### config.mk
export PLATFORM = sky130hd
export DESIGN_NAME = swap_slot_bitmap_allocator
export DESIGN_NICKNAME = d
export VERILOG_FILES = /design/src/design/ssba_pkg.sv /design/src/design/ssba_find_free.sv /design/src/design/swap_slot_bitmap_allocator.sv
export SDC_FILE = /design/constraint.sdc
export NUM_CORES = 2
export LEC_CHECK = 0
export BUFFER_PORTS_ARGS = -buffer_cell sky130_fd_sc_hd__clkbuf_2
export CELL_PAD_IN_SITES_DETAIL_PLACEMENT = 0
export CELL_PAD_IN_SITES_GLOBAL_PLACEMENT = 1
export CORE_MARGIN = 2
export CORE_UTILIZATION = 53
export CTS_CLUSTER_DIAMETER = 40
export DETAILED_ROUTE_END_ITERATION = 16
export HOLD_SLACK_MARGIN = 0.05
export PLACE_DENSITY = 0.9
export REMOVE_ABC_BUFFERS = 1
export SKIP_LAST_GASP = 1
export SLEW_MARGIN = 0
export SYNTH_ARGS = -nofsm -noshare
export SYNTH_HDL_FRONTEND = slang
export SYNTH_HIERARCHICAL = 1
export SYNTH_SLANG_ARGS = --single-unit
export TNS_END_PERCENT = 20
### constraint.sdc
create_clock -name clk -period 11.3 [get_ports clk]
set_input_delay 0.565 -clock clk [delete_from_list [all_inputs] [get_ports clk]]
set_output_delay 0.565 -clock clk [all_outputs]
set_load 0.01 [all_outputs]
### src/design/ssba_pkg.sv
// ----------------------------------------------------------------------------
// ssba_pkg
// shared types and constants of the swap slot bitmap allocator
// ----------------------------------------------------------------------------
package ssba_pkg;

    // pool geometry
    localparam int NUM_SLOTS        = 1024;
    localparam int SECTORS_PER_SLOT = 8;
    localparam int WORD_BITS        = 64;
    localparam int MAP_WORDS        = (NUM_SLOTS + WORD_BITS - 1) / WORD_BITS;

    // field and index widths
    localparam int SLOT_W   = 10;
    localparam int SECTOR_W = 32;
    localparam int COUNT_W  = 11;
    localparam int BIT_W    = $clog2(WORD_BITS);
    localparam int WADDR_W  = (MAP_WORDS > 1) ? $clog2(MAP_WORDS) : 1;
    localparam int SCAN_W   = $clog2(MAP_WORDS + 1);

    localparam logic [SECTOR_W-1:0] SECTOR_BASE_RESET = SECTOR_W'(8192);

    // request codes
    localparam logic CMD_ALLOC = 1'b0;
    localparam logic CMD_FREE  = 1'b1;

    typedef enum logic [1:0] {
        STATUS_OK      = 2'd0,
        STATUS_FULL    = 2'd1,
        STATUS_RANGE   = 2'd2,
        STATUS_NOTUSED = 2'd3
    } status_t;

    typedef struct packed {
        logic              cmd;
        logic [SLOT_W-1:0] slot_in;
    } in_item_t;

    typedef struct packed {
        status_t             status;
        logic [SLOT_W-1:0]   slot_out;
        logic [SECTOR_W-1:0] sector_out;
        logic [COUNT_W-1:0]  used_count;
    } out_item_t;

endpackage

### src/design/ssba_find_free.sv
// ----------------------------------------------------------------------------
// ssba_find_free
// finds the lowest free slot of one bitmap word, optionally from a start bit
// ----------------------------------------------------------------------------
module ssba_find_free
(
    input  logic [ssba_pkg::WORD_BITS-1:0] word,
    input  logic                           use_start,
    input  logic [ssba_pkg::BIT_W-1:0]     start_bit,
    output logic                           found,
    output logic [ssba_pkg::BIT_W-1:0]     bit_idx
);

    logic [ssba_pkg::WORD_BITS-1:0] start_mask;
    logic [ssba_pkg::WORD_BITS-1:0] free_bits;

    always_comb
    begin
        start_mask = use_start ? ({ssba_pkg::WORD_BITS{1'b1}} << start_bit)
                               : {ssba_pkg::WORD_BITS{1'b1}};
        free_bits  = ~word & start_mask;
        found      = |free_bits;
        bit_idx    = '0;
        // priority from the top down so the lowest free bit wins
        for (int i = ssba_pkg::WORD_BITS - 1; i >= 0; i--)
        begin
            if (free_bits[i])
            begin
                bit_idx = ssba_pkg::BIT_W'(i);
            end
        end
    end

endmodule

### src/design/swap_slot_bitmap_allocator.sv
// ----------------------------------------------------------------------------
// swap_slot_bitmap_allocator
// next-fit swap slot allocator over a used-slot bitmap with count and hint
// ----------------------------------------------------------------------------
//
//  channel   signals                      direction  notes
//  --------  ---------------------------  ---------  --------------------------
//  request   in_valid, in_stall, in_item  in         cmd + slot to free
//  result    out_valid, out_stall, out_item out      status, slot, sector, count
//  config    cfg_valid, cfg_ready, cfg_data in       sector_base, always ready
//
//  allocate: read the hint word, then check one bitmap word per cycle
//  until a free bit turns up or the scan is back round at the hint word,
//  then the result; the single bitmap memory read port sets this rate
//  free: read word, check and write back, result, also when the slot is
//  already free; a full pool or an out-of-range slot goes straight to result
//  reset clears the count, hint and the per-word valid bits and loads the
//  sector base with 8192; no clearing pass, an invalid word reads as all free
//  in_stall is high while an item is at work; a stalled result sits in the
//  output register while the next item may already be accepted
//
module swap_slot_bitmap_allocator
(
    input  logic                          clk,
    input  logic                          rst_n,

    input  logic                          in_valid,
    output logic                          in_stall,
    input  ssba_pkg::in_item_t            in_item,

    output logic                          out_valid,
    input  logic                          out_stall,
    output ssba_pkg::out_item_t           out_item,

    input  logic                          cfg_valid,
    output logic                          cfg_ready,
    input  logic [ssba_pkg::SECTOR_W-1:0] cfg_data
);

    // sequencer states, one-hot
    typedef enum logic [3:0] {
        ST_IDLE     = 4'b0001,
        ST_SCAN     = 4'b0010,
        ST_FREE_CHK = 4'b0100,
        ST_RESP     = 4'b1000
    } state_t;

    state_t state_reg, state_next;

    // architectural state
    logic [ssba_pkg::SECTOR_W-1:0] sector_base_reg;
    logic [ssba_pkg::COUNT_W-1:0]  used_total_reg, used_total_next;
    logic [ssba_pkg::SLOT_W-1:0]   search_hint_reg, search_hint_next;

    // bitmap memory, one valid bit per word
    logic [ssba_pkg::WORD_BITS-1:0] map_mem [ssba_pkg::MAP_WORDS];
    logic [ssba_pkg::MAP_WORDS-1:0] row_valid_reg;
    logic [ssba_pkg::WORD_BITS-1:0] rd_data_reg;
    logic                           rd_valid_reg;
    logic [ssba_pkg::WADDR_W-1:0]   rd_addr;
    logic                           wr_en;
    logic [ssba_pkg::WADDR_W-1:0]   wr_addr;
    logic [ssba_pkg::WORD_BITS-1:0] wr_data;
    logic [ssba_pkg::WORD_BITS-1:0] cur_word;

    // scan bookkeeping
    logic [ssba_pkg::WADDR_W-1:0] chk_addr_reg, chk_addr_next;
    logic [ssba_pkg::WADDR_W-1:0] scan_addr_reg, scan_addr_next;
    logic [ssba_pkg::SCAN_W-1:0]  chk_cnt_reg, chk_cnt_next;

    // result being built
    ssba_pkg::status_t           res_status_reg, res_status_next;
    logic [ssba_pkg::SLOT_W-1:0] res_slot_reg, res_slot_next;
    logic                        res_alloc_reg, res_alloc_next;

    // output register
    logic                out_valid_reg, out_valid_next;
    ssba_pkg::out_item_t out_item_reg, out_item_next;

    // find unit
    logic                       ff_found;
    logic [ssba_pkg::BIT_W-1:0] ff_bit;
    logic [ssba_pkg::SLOT_W-1:0] found_slot;
    logic [ssba_pkg::BIT_W-1:0] req_bit;

    logic in_fire;
    logic out_fire;

    assign in_stall  = (state_reg != ST_IDLE);
    assign in_fire   = in_valid && !in_stall;
    assign out_fire  = out_valid_reg && !out_stall;
    assign out_valid = out_valid_reg;
    assign out_item  = out_item_reg;
    assign cfg_ready = 1'b1;

    // a word never written since reset counts as all free
    assign cur_word   = rd_valid_reg ? rd_data_reg : '0;
    assign found_slot = ssba_pkg::SLOT_W'({chk_addr_reg, ff_bit});
    assign req_bit    = res_slot_reg[ssba_pkg::BIT_W-1:0];

    ssba_find_free u_find
    (
        .word      (cur_word),
        .use_start (chk_cnt_reg == '0),
        .start_bit (search_hint_reg[ssba_pkg::BIT_W-1:0]),
        .found     (ff_found),
        .bit_idx   (ff_bit)
    );

    function automatic logic [ssba_pkg::WADDR_W-1:0] next_waddr(
        input logic [ssba_pkg::WADDR_W-1:0] a
    );
        return (a == ssba_pkg::WADDR_W'(ssba_pkg::MAP_WORDS - 1)) ? '0 : a + 1'b1;
    endfunction

    always_comb
    begin
        state_next       = state_reg;
        used_total_next  = used_total_reg;
        search_hint_next = search_hint_reg;
        chk_addr_next    = chk_addr_reg;
        scan_addr_next   = scan_addr_reg;
        chk_cnt_next     = chk_cnt_reg;
        res_status_next  = res_status_reg;
        res_slot_next    = res_slot_reg;
        res_alloc_next   = res_alloc_reg;
        out_valid_next   = out_valid_reg && !out_fire;
        out_item_next    = out_item_reg;
        rd_addr          = scan_addr_reg;
        wr_en            = 1'b0;
        wr_addr          = chk_addr_reg;
        wr_data          = cur_word;

        case (state_reg)
            ST_IDLE:
            begin
                if (in_fire)
                begin
                    res_alloc_next = (in_item.cmd == ssba_pkg::CMD_ALLOC);
                    if (in_item.cmd == ssba_pkg::CMD_ALLOC)
                    begin
                        res_slot_next = '0;
                        if (used_total_reg >= ssba_pkg::COUNT_W'(ssba_pkg::NUM_SLOTS))
                        begin
                            res_status_next = ssba_pkg::STATUS_FULL;
                            state_next      = ST_RESP;
                        end
                        else
                        begin
                            // start the scan at the hint word
                            rd_addr        = search_hint_reg[ssba_pkg::SLOT_W-1:ssba_pkg::BIT_W];
                            chk_addr_next  = rd_addr;
                            scan_addr_next = next_waddr(rd_addr);
                            chk_cnt_next   = '0;
                            state_next     = ST_SCAN;
                        end
                    end
                    else
                    begin
                        res_slot_next = in_item.slot_in;
                        if (32'(in_item.slot_in) >= ssba_pkg::NUM_SLOTS)
                        begin
                            res_status_next = ssba_pkg::STATUS_RANGE;
                            state_next      = ST_RESP;
                        end
                        else
                        begin
                            rd_addr       = in_item.slot_in[ssba_pkg::SLOT_W-1:ssba_pkg::BIT_W];
                            chk_addr_next = rd_addr;
                            state_next    = ST_FREE_CHK;
                        end
                    end
                end
            end

            ST_SCAN:
            begin
                // read of the next word overlaps the check of this one
                rd_addr = scan_addr_reg;
                if (ff_found)
                begin
                    wr_en            = 1'b1;
                    wr_data          = cur_word | (ssba_pkg::WORD_BITS'(1) << ff_bit);
                    used_total_next  = used_total_reg + 1'b1;
                    search_hint_next = (found_slot == ssba_pkg::SLOT_W'(ssba_pkg::NUM_SLOTS - 1))
                                       ? '0 : found_slot + 1'b1;
                    res_slot_next    = found_slot;
                    res_status_next  = ssba_pkg::STATUS_OK;
                    state_next       = ST_RESP;
                end
                else if (chk_cnt_reg == ssba_pkg::SCAN_W'(ssba_pkg::MAP_WORDS))
                begin
                    // wrapped back past the hint word with nothing free
                    res_slot_next   = '0;
                    res_status_next = ssba_pkg::STATUS_FULL;
                    state_next      = ST_RESP;
                end
                else
                begin
                    chk_addr_next  = scan_addr_reg;
                    scan_addr_next = next_waddr(scan_addr_reg);
                    chk_cnt_next   = chk_cnt_reg + 1'b1;
                end
            end

            ST_FREE_CHK:
            begin
                if (cur_word[req_bit])
                begin
                    wr_en           = 1'b1;
                    wr_data         = cur_word & ~(ssba_pkg::WORD_BITS'(1) << req_bit);
                    used_total_next = (used_total_reg != '0) ? used_total_reg - 1'b1
                                                             : used_total_reg;
                    if (res_slot_reg < search_hint_reg)
                    begin
                        search_hint_next = res_slot_reg;
                    end
                    res_status_next = ssba_pkg::STATUS_OK;
                end
                else
                begin
                    res_status_next = ssba_pkg::STATUS_NOTUSED;
                end
                state_next = ST_RESP;
            end

            ST_RESP:
            begin
                // load the output register once it is empty or draining
                if (!out_valid_reg || !out_stall)
                begin
                    out_valid_next            = 1'b1;
                    out_item_next.status      = res_status_reg;
                    out_item_next.slot_out    = res_slot_reg;
                    out_item_next.used_count  = used_total_reg;
                    out_item_next.sector_out  =
                        (res_alloc_reg && res_status_reg == ssba_pkg::STATUS_OK)
                        ? sector_base_reg
                          + ssba_pkg::SECTOR_W'(res_slot_reg)
                          * ssba_pkg::SECTOR_W'(ssba_pkg::SECTORS_PER_SLOT)
                        : '0;
                    state_next = ST_IDLE;
                end
            end

            default:
            begin
                state_next = ST_IDLE;
            end
        endcase
    end

    // control state
    always_ff @(posedge clk or negedge rst_n)
    begin
        if (!rst_n)
        begin
            state_reg       <= ST_IDLE;
            sector_base_reg <= ssba_pkg::SECTOR_BASE_RESET;
            used_total_reg  <= '0;
            search_hint_reg <= '0;
            row_valid_reg   <= '0;
            out_valid_reg   <= 1'b0;
            chk_cnt_reg     <= '0;
        end
        else
        begin
            state_reg       <= state_next;
            used_total_reg  <= used_total_next;
            search_hint_reg <= search_hint_next;
            out_valid_reg   <= out_valid_next;
            chk_cnt_reg     <= chk_cnt_next;
            if (cfg_valid && cfg_ready)
            begin
                sector_base_reg <= cfg_data;
            end
            if (wr_en)
            begin
                row_valid_reg[wr_addr] <= 1'b1;
            end
        end
    end

    // payload
    always_ff @(posedge clk)
    begin
        chk_addr_reg   <= chk_addr_next;
        scan_addr_reg  <= scan_addr_next;
        res_status_reg <= res_status_next;
        res_slot_reg   <= res_slot_next;
        res_alloc_reg  <= res_alloc_next;
        out_item_reg   <= out_item_next;
    end

    // bitmap memory, one write and one registered read per cycle
    always_ff @(posedge clk)
    begin
        if (wr_en)
        begin
            map_mem[wr_addr] <= wr_data;
        end
        rd_data_reg  <= map_mem[rd_addr];
        rd_valid_reg <= row_valid_reg[rd_addr];
    end

    // count never exceeds the pool
    a_count_bound: assert property (@(posedge clk) disable iff (!rst_n)
        used_total_reg <= ssba_pkg::COUNT_W'(ssba_pkg::NUM_SLOTS))
        else $error("used count beyond pool size");

    // bitmap is written only while a request is checked
    a_write_state: assert property (@(posedge clk) disable iff (!rst_n)
        wr_en |-> (state_reg == ST_SCAN || state_reg == ST_FREE_CHK))
        else $error("bitmap write outside check states");

    // the scan ends within one full lap of the map
    a_scan_bound: assert property (@(posedge clk) disable iff (!rst_n)
        state_reg == ST_SCAN |-> chk_cnt_reg <= ssba_pkg::SCAN_W'(ssba_pkg::MAP_WORDS))
        else $error("scan ran past one lap");

    // the hint moves only on a successful check
    a_hint_move: assert property (@(posedge clk) disable iff (!rst_n)
        !$stable(search_hint_reg) |-> $past(wr_en))
        else $error("hint changed without a bitmap update");

    // an allocate that succeeds raises the count by one
    a_alloc_count: assert property (@(posedge clk) disable iff (!rst_n)
        (state_reg == ST_SCAN && ff_found) |=> used_total_reg == $past(used_total_reg) + 1'b1)
        else $error("allocate did not bump the count");

endmodule

==> metrics.md <==
| Metric | Value |
|---|---|
| Width of the die | `325 um` |
| Drt via density | `6.32` |
| Register area | `36,300 um2` |
| Initial antenna violation count | `2` |
| Worst r2r src | `chk_cnt_reg[0]` |
| Slew @ Worst Pin | `1380 ps` |
| CTS tree | `yes` |
| Final hold violation count | `0` |
| Clock buffer count from CTS | `142` |
| Cell area power density | `between 200 and 250 nW/um2` |
| Ys flop type | `edfxtp_1` |
| Post-synth ARST share | `6.35%` |
| RSZ-0062 raised after global routing | `false` |
| Global-route wire length before repair | `approximately 220,000 um` |
| Die Ht | `about 320 um` |
| Vias in the first global route | `approximately 34,000` |
| FILL cells | `7,454` |
| Outcome | `complete, no violations` |
| CP startpoint | `chk_cnt_reg[0]` |
| Setup CP Type | `register to register` |
| Clock Path Buffers | `3` |
| Worst Hold Class | `primary input to register` |
| Io pins | `~110` |
| Reg clk slew, reported paths | `approximately 60 ps` |
| Root buf cell | `clkbuf_16` |
| Full die area | `105,000 um2` |
| Setup crit end | `map_mem[10][49]` |
| Total wire length | `146,000 um` |
| R2R Setup Slk | `between 4000 and 5000 ps` |
| Crit path depth | `18` |
| Worst Setup End Kind | `register` |
| Total gr overflow | `0` |
| DRC | `0` |
| Worst hold slack | `83.1 ps` |
| Worst skew pair latency | `780 ps` |
| Largest net degree at the start of global routing | `184` |
| Post-route minimum period | `6840 ps` |
| Final Wtd Congestion | `0.963` |
| FF-to-FF End | `map_mem[10][49]` |
| Seq/Total Area, Yosys | `66.6%` |
| Seq cells post-synth | `1,244` |
| Site Rows | `117` |
| R2R depth | `18` |
| Most common cell after layout, fill and taps aside | `edfxtp_1` |
| Crit start category | `register` |
| Largest vdd supply drop | `0.000163 V` |
| Initial Util | `53.5%` |
| Final setup TNS | `0 ps` |
| First DRT Iteration DRCs | `just over 4,000` |
| Critical Path RT | `11,630 ps` |
| Gate Count Post-Synth | `3,884` |
| Fmax | `about 0.15 GHz` |
| Worst-path cell chain | `inv_1 > ha_1 > nor3b_1 > nor2b_2 > buf_4 > and3_1 > nand4_1 > and3_1 > or3_1 > nor2b_1 > and4b_1 > nand3_1 > and2_1 > o41ai_4 > nor2_4 > inv_2 > nor3_2 > buf_4` |
| Synth Cell Area | `54,500 um2` |
| Post-DP HPWL | `90,000 um` |
| Layout area overhead | `12.9%` |
| CTS HTree Levels | `4` |
| Clk_skew | `59.4 ps` |
| Multi-input logic area | `16,800 um2` |
| Commonest non-fill, non-tap cells in the layout | `edfxtp_1 (1,100), nand2_1 (436), mux2_2 (285), mux2i_1 (267), o211ai_1 (263)` |
| Slowest-stage cell, CP | `o41ai_4` |
| Max FFs per register | `slightly above 1,000` |
| Post-synth top area share | `60.6%` |
| Core area | `102,000 um2` |
| Total Power | `14.5 mW` |
| Yosys warning count | `6` |
| Pins Over Slew Limit | `0` |
| Vias | `34,760` |
| TritonRoute pass-1 iters | `8` |
| Final period utilization | `60.5%` |
| CP Buf/Inv Count | `4` |
| Gr usage total | `27.4%` |
| Max Cap Viol | `0` |
| Remaining antenna violation count | `0` |
| Syn Area/Cell | `14.0 um2` |
| Delay of the slowest critical-path stage | `790 ps` |
| Leak | `21.9 nW` |
| Worst endpoint data arrival time | `7170 ps` |
| Worst-path maximum fanout | `64` |
| Clk sinks | `1,244` |
| EDFF count, synth | `1,100` |
| Ranking of synthesized cells by area | `edfxtp_1 (61%), mux2_2 (5.9%), mux2i_1 (4.9%)` |
| # port buffers | `between 100 and 150` |
| Total Nets Final | `4,103` |
| Relative slew slack | `under 10%` |
| Share of cells above drive strength 1 | `between 10% and 20%` |
| Antenna cells | `0` |
| Cts repair resizes | `0` |
| Final setup viols | `0` |
| Synth area leader | `edfxtp_1` |
| Delay-heaviest family, CP | `simple AND/OR/NAND/NOR gates` |
| Unique cell type count in the Yosys netlist | `118` |
| Routed length per instance | `26.5 um` |
-- layout make-up --
type | count | area share [%]
Multi-Input combinational cell | 2319 | 27.3
Sequential cell | 1244 | 59.0
Clock buffer | 169 | 5.99
Tap cell | 1368 | 2.78
Timing Repair Buffer | 231 | 2.59
Clock inverter | 96 | 1.86
Inverter | 77 | 0.470
-- power by group --
| group | switching, mW | leakage (nW) | internal [mW] |
|---|---|---|---|
| sequential | 0.307 | 11.7 | 5.66 |
| combinational | 2.75 | 7.95 | 1.22 |
| clock | 1.93 | 2.31 | 2.67 |
-- synthesized netlist by cell type, types with 22 or more instances --
cell	instances
or3_1	22
nand3_1	44
a21oi_1	121
nor2_1	108
buf_4	27
nand4_1	81
o211ai_1	263
o21ai_0	142
and2_1	61
dfrtp_1	77
mux2i_1	267
dfxtp_1	65
buf_2	64
a31oi_1	22
and3_1	26
inv_1	73
ha_1	38
nor3_1	33
clkbuf_1	114
edfxtp_1	1100
mux2_2	285
nand2_1	436
a21o_1	26
-- cell families (layout without fill, tap and decap cells) --
kind of cell	after synthesis	count (layout)	synth area share (%)
xor gates and xnor gates	27	27	0.434
AOI/OAI and AO/OA	788	788	10.1
adders and majority gates	41	41	0.964
other	1	1	0.00688
muxes	560	560	11.0
buffers and inverters	321	573	2.88
and+or+nand+nor	902	902	7.97
DFF	1244	1244	66.6
-- worst min path at each step --
stage | startpoint | to | slack, ps | depth (start not counted)
3_5_place_dp | res_status_reg[0] | out_item[53] | 440 | 0
5_1_grt | cfg_data[8] | sector_base_reg[8] | 70 | 2
6_report | cfg_data[8] | sector_base_reg[8] | 80 | 2
4_1_cts | cfg_data[8] | sector_base_reg[8] | 50 | 2
3_3_place_gp | res_status_reg[1] | out_item[54] | 430 | 0
2_1_floorplan | rst_n | chk_cnt_reg[0] | 270 | 0
-- worst reg2reg max path, cell delays in order, from the launching register on --
cell	delay, ps
dfrtp_1	430
inv_1	90
ha_1	140
nor3b_1	230
nor2b_2	210
buf_4	410
and3_1	650
nand4_1	190
and3_1	240
or3_1	390
nor2b_1	160
and4b_1	240
nand3_1	450
and2_1	430
o41ai_4	790
nor2_4	260
inv_2	470
nor3_2	120
buf_4	500
-- repair_timing --
| action | CTS | global route |
|---|---|---|
| hold buffers | 28 | 0 |
| hold endpoints to repair | 58 | 0 |
| setup buffers | 0 | 0 |
-- per-stage QoR --
step                      util, %  setup WS, ps  area [um2]  std cells
after floorplan                 -        -25690       53200       3640
after global placement       55.3          4740       56400       5209
after CTS                    60.3          4610       61500       5502
final                        60.4          4460       61500       5504
after global routing         60.4          4150       61500       5504
after detailed placement     55.3          4730       56400       5209
-- per-layer routing --
| layer | wire length (um) | vias to the layer above | GRT usage, % |
|---|---|---|---|
| li1 | - | 15204 | - |
| met2 | 69400 | 1779 | 44.1 |
| met4 | 4610 | 2 | 9.32 |
| met3 | 13300 | 285 | 5.00 |
| met5 | 13 | - | 0 |
| met1 | 58700 | 17490 | 37.7 |
No activity file was read; power rests on OpenSTA's default activity.
